==> src/rtl/cll_pkg.sv <==
// Circular list table: shared types and codes.
// Operation kinds, status codes, controller states and the result bundle.
// No dependencies.
package cll_pkg;

   localparam int VALUE_W = 32;
   localparam int POS_W   = 6;
   localparam int LEN_W   = 7;
   localparam int CODE_W  = 3;
   localparam int SWAP_MIN = 3;

   typedef enum logic [CODE_W-1:0] {
      KIND_APPEND = 3'd0,
      KIND_DELETE = 3'd1,
      KIND_SWAP   = 3'd2,
      KIND_CLEAR  = 3'd3,
      KIND_READ   = 3'd4
   } kind_type;

   typedef enum logic [CODE_W-1:0] {
      STAT_OK        = 3'd0,
      STAT_EMPTY     = 3'd1,
      STAT_NOT_FOUND = 3'd2,
      STAT_BAD_POS   = 3'd3,
      STAT_TOO_FEW   = 3'd4,
      STAT_FULL      = 3'd5
   } status_type;

   typedef enum logic [3:0] {
      ST_IDLE,
      ST_DISPATCH,
      ST_SEARCH,
      ST_SHIFT,
      ST_SWAP_RA,
      ST_SWAP_RB,
      ST_SWAP_WA,
      ST_SWAP_WB,
      ST_READ_WAIT,
      ST_RESP
   } state_type;

   typedef struct packed {
      status_type          status;
      logic [LEN_W-1:0]    length;
      logic [VALUE_W-1:0]  read_value;
   } rsp_type;

endpackage

==> src/rtl/cll_mem.sv <==
// Circular list table: entry RAM, one write and one read port.
// Read data registered: it appears the cycle after the read address. Uses cll_pkg for the data width.
module cll_mem #(
   parameter int DEPTH = 64,
   parameter int AW    = $clog2(DEPTH)
) (
   input  logic                          clock,
   input  logic                          we,
   input  logic [AW-1:0]                 waddr,
   input  logic [cll_pkg::VALUE_W-1:0]   wdata,
   input  logic [AW-1:0]                 raddr,
   output logic [cll_pkg::VALUE_W-1:0]   rdata
);
   import cll_pkg::*;

   logic [VALUE_W-1:0] mem [DEPTH];

   always_ff @(posedge clock) begin
      if (we) begin
         mem[waddr] <= wdata;
      end
   end

   always_ff @(posedge clock) begin
      rdata <= mem[raddr];
   end

endmodule

==> src/rtl/cll_ctrl.sv <==
// Circular list table: operation sequencer and entry count.
// Drives cll_mem through search, close-up and swap passes. Uses cll_pkg.
module cll_ctrl #(
   parameter int DEPTH = 64,
   parameter int AW    = $clog2(DEPTH)
) (
   input  logic                          clock,
   input  logic                          reset,
   input  logic                          req_valid,
   output logic                          req_ready,
   input  logic [cll_pkg::CODE_W-1:0]    req_kind,
   input  logic [cll_pkg::VALUE_W-1:0]   req_value,
   input  logic [cll_pkg::POS_W-1:0]     req_position,
   output logic                          mem_we,
   output logic [AW-1:0]                 mem_waddr,
   output logic [cll_pkg::VALUE_W-1:0]   mem_wdata,
   output logic [AW-1:0]                 mem_raddr,
   input  logic [cll_pkg::VALUE_W-1:0]   mem_rdata,
   output logic                          res_valid,
   input  logic                          res_ready,
   output cll_pkg::rsp_type              res
);
   import cll_pkg::*;

   localparam int CW   = $clog2(DEPTH + 1);
   localparam int CMPW = (CW > POS_W) ? CW : POS_W;

   state_type          state_ff, state_in;
   kind_type           kind_ff, kind_in;
   logic [VALUE_W-1:0] value_ff, value_in;
   logic [POS_W-1:0]   pos_ff, pos_in;
   logic [CW-1:0]      count_ff, count_in;
   logic [CW-1:0]      src_ff, src_in;
   logic [CW-1:0]      dst_ff, dst_in;
   logic               vld_ff, vld_in;
   logic [VALUE_W-1:0] tmp_ff, tmp_in;
   status_type         status_ff, status_in;
   logic [VALUE_W-1:0] rdval_ff, rdval_in;

   logic          is_empty, is_full, pos_bad, too_few;
   logic          found, search_end, shift_end;
   logic [CW-1:0] pos_c, swap_a, swap_b;

   always_comb begin
      pos_c      = CW'(pos_ff);
      is_empty   = (count_ff == '0);
      is_full    = (count_ff >= CW'(DEPTH));
      pos_bad    = (CMPW'(pos_ff) >= CMPW'(count_ff));
      too_few    = (count_ff < CW'(SWAP_MIN));
      found      = vld_ff && (mem_rdata == value_ff);
      search_end = (src_ff == count_ff);
      shift_end  = !vld_ff && (src_ff == count_ff);
      swap_a     = (pos_c == '0) ? count_ff - CW'(1) : pos_c - CW'(1);
      swap_b     = (pos_c + CW'(1) == count_ff) ? '0 : pos_c + CW'(1);
   end

   always_comb begin
      state_in = state_ff;
      case (state_ff)
         ST_IDLE: begin
            if (req_valid) state_in = ST_DISPATCH;
         end
         ST_DISPATCH: begin
            case (kind_ff)
               KIND_DELETE: state_in = is_empty ? ST_RESP : ST_SEARCH;
               KIND_SWAP:   state_in = (is_empty || pos_bad || too_few) ? ST_RESP : ST_SWAP_RA;
               KIND_READ:   state_in = (is_empty || pos_bad) ? ST_RESP : ST_READ_WAIT;
               default:     state_in = ST_RESP;
            endcase
         end
         ST_SEARCH: begin
            if (found) state_in = ST_SHIFT;
            else if (search_end) state_in = ST_RESP;
         end
         ST_SHIFT: begin
            if (shift_end) state_in = ST_RESP;
         end
         ST_SWAP_RA:   state_in = ST_SWAP_RB;
         ST_SWAP_RB:   state_in = ST_SWAP_WA;
         ST_SWAP_WA:   state_in = ST_SWAP_WB;
         ST_SWAP_WB:   state_in = ST_RESP;
         ST_READ_WAIT: state_in = ST_RESP;
         ST_RESP: begin
            if (res_ready) state_in = ST_IDLE;
         end
         default:      state_in = ST_IDLE;
      endcase
   end

   always_comb begin
      kind_in   = kind_ff;
      value_in  = value_ff;
      pos_in    = pos_ff;
      count_in  = count_ff;
      src_in    = src_ff;
      dst_in    = dst_ff;
      vld_in    = vld_ff;
      tmp_in    = tmp_ff;
      status_in = status_ff;
      rdval_in  = rdval_ff;
      mem_we    = 1'b0;
      mem_waddr = dst_ff[AW-1:0];
      mem_wdata = mem_rdata;
      mem_raddr = src_ff[AW-1:0];
      req_ready = 1'b0;
      res_valid = 1'b0;
      case (state_ff)
         ST_IDLE: begin
            req_ready = 1'b1;
            if (req_valid) begin
               kind_in   = kind_type'(req_kind);
               value_in  = req_value;
               pos_in    = req_position;
               status_in = STAT_OK;
               rdval_in  = '0;
            end
         end
         ST_DISPATCH: begin
            case (kind_ff)
               KIND_APPEND: begin
                  if (is_full) begin
                     status_in = STAT_FULL;
                  end else begin
                     mem_we    = 1'b1;
                     mem_waddr = count_ff[AW-1:0];
                     mem_wdata = value_ff;
                     count_in  = count_ff + CW'(1);
                  end
               end
               KIND_DELETE: begin
                  if (is_empty) status_in = STAT_EMPTY;
                  src_in = '0;
                  vld_in = 1'b0;
               end
               KIND_SWAP: begin
                  if (is_empty) status_in = STAT_EMPTY;
                  else if (pos_bad) status_in = STAT_BAD_POS;
                  else if (too_few) status_in = STAT_TOO_FEW;
                  dst_in = swap_a;
                  src_in = swap_b;
               end
               KIND_CLEAR: begin
                  count_in = '0;
               end
               KIND_READ: begin
                  if (is_empty) status_in = STAT_EMPTY;
                  else if (pos_bad) status_in = STAT_BAD_POS;
                  mem_raddr = pos_c[AW-1:0];
               end
               default: begin
               end
            endcase
         end
         ST_SEARCH: begin
            if (found) begin
               dst_in = src_ff - CW'(1);
               vld_in = 1'b0;
            end else if (search_end) begin
               status_in = STAT_NOT_FOUND;
               vld_in    = 1'b0;
            end else begin
               mem_raddr = src_ff[AW-1:0];
               src_in    = src_ff + CW'(1);
               vld_in    = 1'b1;
            end
         end
         ST_SHIFT: begin
            if (vld_ff) begin
               mem_we = 1'b1;
               dst_in = dst_ff + CW'(1);
            end
            if (src_ff != count_ff) begin
               mem_raddr = src_ff[AW-1:0];
               src_in    = src_ff + CW'(1);
               vld_in    = 1'b1;
            end else begin
               vld_in = 1'b0;
            end
            if (shift_end) count_in = count_ff - CW'(1);
         end
         ST_SWAP_RA: begin
            mem_raddr = dst_ff[AW-1:0];
         end
         ST_SWAP_RB: begin
            tmp_in = mem_rdata;
         end
         ST_SWAP_WA: begin
            mem_we = 1'b1;
         end
         ST_SWAP_WB: begin
            mem_we    = 1'b1;
            mem_waddr = src_ff[AW-1:0];
            mem_wdata = tmp_ff;
         end
         ST_READ_WAIT: begin
            rdval_in = mem_rdata;
         end
         ST_RESP: begin
            res_valid = 1'b1;
         end
         default: begin
         end
      endcase
   end

   always_ff @(posedge clock) begin
      if (reset) begin
         state_ff <= ST_IDLE;
         count_ff <= '0;
         vld_ff   <= 1'b0;
      end else begin
         state_ff <= state_in;
         count_ff <= count_in;
         vld_ff   <= vld_in;
      end
   end

   always_ff @(posedge clock) begin
      kind_ff   <= kind_in;
      value_ff  <= value_in;
      pos_ff    <= pos_in;
      src_ff    <= src_in;
      dst_ff    <= dst_in;
      tmp_ff    <= tmp_in;
      status_ff <= status_in;
      rdval_ff  <= rdval_in;
   end

   always_comb begin
      res.status     = status_ff;
      res.length     = LEN_W'(count_ff);
      res.read_value = rdval_ff;
   end

endmodule

==> src/rtl/cll_ostage.sv <==
// Circular list table: result output register.
// Holds one finished result for the rsp_ stream. Uses cll_pkg::rsp_type.
module cll_ostage (
   input  logic              clock,
   input  logic              reset,
   input  logic              res_valid,
   output logic              res_ready,
   input  cll_pkg::rsp_type  res,
   output logic              rsp_tvalid,
   input  logic              rsp_tready,
   output logic [39:0]       rsp_tdata,
   output logic [7:0]        rsp_tuser
);
   import cll_pkg::*;

   logic    valid_ff, valid_in;
   rsp_type data_ff, data_in;

   always_comb begin
      res_ready = !valid_ff || rsp_tready;
      valid_in  = valid_ff;
      data_in   = data_ff;
      if (rsp_tready) valid_in = 1'b0;
      if (res_valid && res_ready) begin
         valid_in = 1'b1;
         data_in  = res;
      end
   end

   always_ff @(posedge clock) begin
      if (reset) begin
         valid_ff <= 1'b0;
      end else begin
         valid_ff <= valid_in;
      end
   end

   always_ff @(posedge clock) begin
      data_ff <= data_in;
   end

   assign rsp_tvalid = valid_ff;
   assign rsp_tdata  = {1'b0, data_ff.read_value, data_ff.length};
   assign rsp_tuser  = {5'b0, data_ff.status};

endmodule

==> src/rtl/circular_list_table_core.sv <==
// Circular list table: append, delete by value, neighbour swap, clear and read.
// Append, clear and refusals found at dispatch answer from dispatch; read waits for the
// RAM read; swap reads the two neighbours of the position and writes them back crossed;
// delete searches for the value and, if found, shifts the later entries down over it.
// An input is taken in the cycle after the previous result enters the output register.
// Reset clears the length and both handshakes; RAM contents are left as they are.
module circular_list_table_core #(
   parameter int DEPTH = 64
) (
   input  logic        clock,
   input  logic        reset,
   input  logic        req_tvalid,
   output logic        req_tready,
   input  logic [39:0] req_tdata,   // value[31:0], position[37:32], zero
   input  logic [7:0]  req_tuser,   // kind[2:0], zero
   output logic        rsp_tvalid,
   input  logic        rsp_tready,
   output logic [39:0] rsp_tdata,   // length[6:0], read_value[38:7], zero
   output logic [7:0]  rsp_tuser    // status[2:0], zero
);
   import cll_pkg::*;

   localparam int AW = $clog2(DEPTH);

   logic               mem_we;
   logic [AW-1:0]      mem_waddr, mem_raddr;
   logic [VALUE_W-1:0] mem_wdata, mem_rdata;
   logic               res_valid, res_ready;
   rsp_type            res;

   cll_ctrl #(.DEPTH(DEPTH), .AW(AW)) u_ctrl (
      .clock        (clock),
      .reset        (reset),
      .req_valid    (req_tvalid),
      .req_ready    (req_tready),
      .req_kind     (req_tuser[CODE_W-1:0]),
      .req_value    (req_tdata[VALUE_W-1:0]),
      .req_position (req_tdata[VALUE_W+POS_W-1:VALUE_W]),
      .mem_we       (mem_we),
      .mem_waddr    (mem_waddr),
      .mem_wdata    (mem_wdata),
      .mem_raddr    (mem_raddr),
      .mem_rdata    (mem_rdata),
      .res_valid    (res_valid),
      .res_ready    (res_ready),
      .res          (res)
   );

   cll_mem #(.DEPTH(DEPTH), .AW(AW)) u_mem (
      .clock (clock),
      .we    (mem_we),
      .waddr (mem_waddr),
      .wdata (mem_wdata),
      .raddr (mem_raddr),
      .rdata (mem_rdata)
   );

   cll_ostage u_ostage (
      .clock      (clock),
      .reset      (reset),
      .res_valid  (res_valid),
      .res_ready  (res_ready),
      .res        (res),
      .rsp_tvalid (rsp_tvalid),
      .rsp_tready (rsp_tready),
      .rsp_tdata  (rsp_tdata),
      .rsp_tuser  (rsp_tuser)
   );

endmodule

==> config.mk <==
export PLATFORM = sky130hd
export DESIGN_NAME = circular_list_table_core
export DESIGN_NICKNAME = d
export VERILOG_FILES = /design/src/rtl/cll_pkg.sv /design/src/rtl/cll_mem.sv /design/src/rtl/cll_ctrl.sv /design/src/rtl/cll_ostage.sv /design/src/rtl/circular_list_table_core.sv
export SDC_FILE = /design/constraint.sdc
export NUM_CORES = 2
export LEC_CHECK = 0
export BUFFER_PORTS_ARGS = -buffer_cell sky130_fd_sc_hd__buf_2
export CAP_MARGIN = 30
export CORE_MARGIN = 5
export CORE_UTILIZATION = 65
export CTS_CLUSTER_SIZE = 10
export DETAILED_ROUTE_END_ITERATION = 8
export PLACE_DENSITY = 0.82
export SLEW_MARGIN = 10
export SYNTH_ARGS = -nofsm -noshare
export SYNTH_HDL_FRONTEND = slang
export SYNTH_SLANG_ARGS = --single-unit
==> constraint.sdc <==
create_clock -name clock -period 11.5 [get_ports clock]
set_input_delay 0.575 -clock clock [delete_from_list [all_inputs] [get_ports clock]]
set_output_delay 0.575 -clock clock [all_outputs]
set_load 0.01 [all_outputs]
==> flow_metrics.tcl <==
set metrics [dict create \
    drtAntennaViolNets 0 \
    ir_drop_v 0.000192 \
    arrival_ns 6.86 \
    htreeDepth 5 \
    max_freq_ghz 0.165 \
    path_class "reg2reg" \
    synth_edf_count 2211 \
    tightest_slew_ns 1.14 \
    nFillCells 7285 \
    cp.buffers_inverters 4 \
    finalCriticalPeriod_ns 6.06 \
    first_pass_iters 7 \
    grt_usage 0.343 \
    post-route-drc-count 0 \
    avgRoutedWirePerCell_um 29.7 \
    portBuffers 88 \
    drt_wl_total_um 249000 \
    cts_tree "done" \
    postCtsSetupBuffers 0 \
    dp.cells 7977 \
    synthFlopType "edfxtp_1" \
    core-area_um2 135000 \
    skew_ns 0.0760 \
    drt_iter0_drc 10506 \
    crit_required_ns 12.30 \
    grt_overflow 0 \
    synth_top_area_frac 0.751 \
    slew_violations 0 \
    power_density_nw_per_um2 219 \
    setup-violations-final 0 \
    clockBufferDepth 4 \
    finalNetCount 6586 \
    slowest_stage "dfxtp_1" \
    clk_latency_ns 0.92 \
    gp_congestion 0.901 \
    hold_violations 0 \
    syn-cell-area_um2 88500 \
    critPathMaxFanout 131 \
    syn_avg_cell_area_um2 13.9 \
    start_util 0.654 \
    synth_common_cells "edfxtp_1 (2211), nand2_1 (1801), nand3_1 (601)" \
    leakage_uw 0.0333 \
    synth_cells 6369 \
    crit_family "buffers and inverters" \
    outcome "complete, no violations" \
    grt_antenna_before_repair 7 \
    synth.largest_area_cell "edfxtp_1" \
    fp.dieH_um 379 \
    holdWs_ns 0.0830 \
    num_rows 135 \
    grt_pass1_wl_um 359000 \
    finalCritPeriodShare 0.527 \
    maxSlewHeadroom 0.237 \
    vias 58428 \
    synth-seq-area-share 0.761 \
    die_area_um2 144000 \
    ys_seq_elements 2256 \
    via_per_inst 6.97 \
    area_growth_pct 12.2 \
    yosysWarnings 0 \
    synth.most_common_cell "edfxtp_1" \
    crit_chain "nor4b_4 > a21oi_2 > a21oi_4 > buf_4 > nor2_4 > buf_4 > buf_12 > buf_4 > a32oi_1 > nand2_1 > o22ai_1 > o22a_1" \
    cts_root_buf "clkbuf_16" \
    grt_max_degree 205 \
    end_kind "flop" \
    synth.area.top_cells "edfxtp_1 (75%), nand2_1 (7.6%), nand3_1 (3.4%)" \
    fin_cells 8383 \
    dp_hpwl_um 124000 \
    crit_top_cell "buf_4" \
    path_clk_slew_ns 0.06 \
    yosysUniqueCellTypes 64 \
    drive_gt1_frac 0.0995 \
    rsz0062_at_grt "false" \
    post_cts_resized 0 \
    hold_class "in2reg" \
    cts_buffers 276 \
    postCtsHoldBufs 42 \
    grt_pass1_vias 57080 \
    pin_count 102 \
    max_stage_delay_ns 0.96 \
    maxCapViolCount 0 \
    cts_num_sinks 2256 \
    start_kind "flop" \
    die_w_um 379 \
    setup_tns_ns 0 \
    async_flop_share 0 \
]
-- power breakdown --
part	total [uW]	internal, uW	switching, uW
Combinational	3780	751	3030
Sequential	10500	10300	204
Clock	7490	4450	3040
Total	21700	15500	6280
-- flip-flops by register name (all words and copies together) (netlist names) --
| register | cells |
|---|---|
| u_mem.mem | 2048 |
| u_ctrl.state_ff | 4 |
| u_ostage.rsp_tuser | 3 |
| u_ctrl.value_ff | 32 |
| u_ctrl.rdval_ff | 32 |
| u_ctrl.dst_ff | 6 |
| u_mem.rdata | 32 |
| u_ctrl.pos_ff | 6 |
| u_ostage.rsp_tdata | 39 |
| u_ctrl.status_ff | 3 |
| u_ctrl.vld_ff | 1 |
| u_ctrl.tmp_ff | 32 |
| u_ctrl.src_ff | 7 |
| u_ostage.rsp_tvalid | 1 |
| u_ctrl.kind_ff | 3 |
| u_ctrl.count_ff | 7 |
-- per-layer routing --
layer / track usage / wire (um) / vias to the layer above
li1: - / - / 24030
met1: 0.449 / 82000 / 28020
met2: 0.510 / 111000 / 5325
met3: 0.110 / 39800 / 1049
met4: 0.205 / 16600 / 4
met5: 0 / 29 / -
-- cell families (layout without fill, tap and decap cells) --
kind of cell | after synthesis | after routing | synth area share
xor+xnor | 69 | 69 | 0.00683
fa+ha+maj | 15 | 15 | 0.00209
buf+inv | 426 | 652 | 0.0218
mux | 161 | 161 | 0.0182
flops | 2256 | 2256 | 0.761
compound gates | 566 | 566 | 0.0481
simple gates | 2875 | 2875 | 0.142
other cells | 1 | 8 | 0.0000424
-- worst paths after layout --
kind | startpoint | to | slack (ns) | cells past startpoint
setup / recovery | u_ctrl.state_ff[1] | u_mem.rdata[24] | 5.44 | 12
hold reg to reg | u_ctrl.rdval_ff[14] | u_ostage.rsp_tdata[21] | 0.38 | 0
hold / removal | rsp_tready | u_ostage.rsp_tvalid | 0.08 | 3
setup reg to reg | u_ctrl.state_ff[1] | u_mem.rdata[24] | 5.44 | 12
-- area by class of cell --
cell class,count,area [um^2],share of cell area
tap,1781,2230,0.0225
inverter,16,60.1,0.000605
timing repair buffer,278,2270,0.0229
clock inverter,4,52.6,0.000530
clock buffer,354,7390,0.0745
multi-input combinational,3692,19900,0.201
antenna,2,5.00,0.0000504
sequential,2256,67300,0.678
-- tightest hold or removal path, cell delays in order --
cell and delay, ns:
buf_2 0.08, nand2b_1 0.16, a21oi_1 0.09
-- through the flow --
stage	total power, uW	instance area, um^2	utilization	worst slack, ns
floorplan	12500	88500	-	5.44
finish	21700	99200	0.733	5.44
CTS	21500	99200	0.733	5.74
global placement	14000	91100	0.673	5.80
global route	22200	99200	0.733	5.40
detailed placement	14100	91300	0.675	5.78
-- cells in the final DEF, fill, tap and decap left out, drive strengths merged, types with 4 or more instances in the layout --
cell | netlist | final
a211oi | 35 | 35
a21o | 6 | 6
a21oi | 35 | 35
a221o | 5 | 5
a22oi | 36 | 36
a311oi | 35 | 35
a31oi | 134 | 134
a32oi | 163 | 163
and2 | 37 | 37
and3 | 38 | 38
buf | 222 | 236
clkbuf | 188 | 354
conb | 1 | 6
dfxtp | 45 | 45
dlygate4sd3 | 0 | 42
edfxtp | 2211 | 2211
ha | 14 | 14
inv | 16 | 18
mux2i | 161 | 161
nand2 | 1802 | 1802
nand2b | 9 | 9
nand3 | 601 | 601
nand4 | 234 | 234
nor2 | 100 | 100
nor2b | 8 | 8
nor3 | 13 | 13
nor4 | 13 | 13
o211ai | 5 | 5
o21ai | 22 | 22
o22a | 33 | 33
o22ai | 38 | 38
o31ai | 4 | 4
or2 | 6 | 6
xnor2 | 20 | 20
xor2 | 49 | 49
Power figures use the tool's default switching activity.
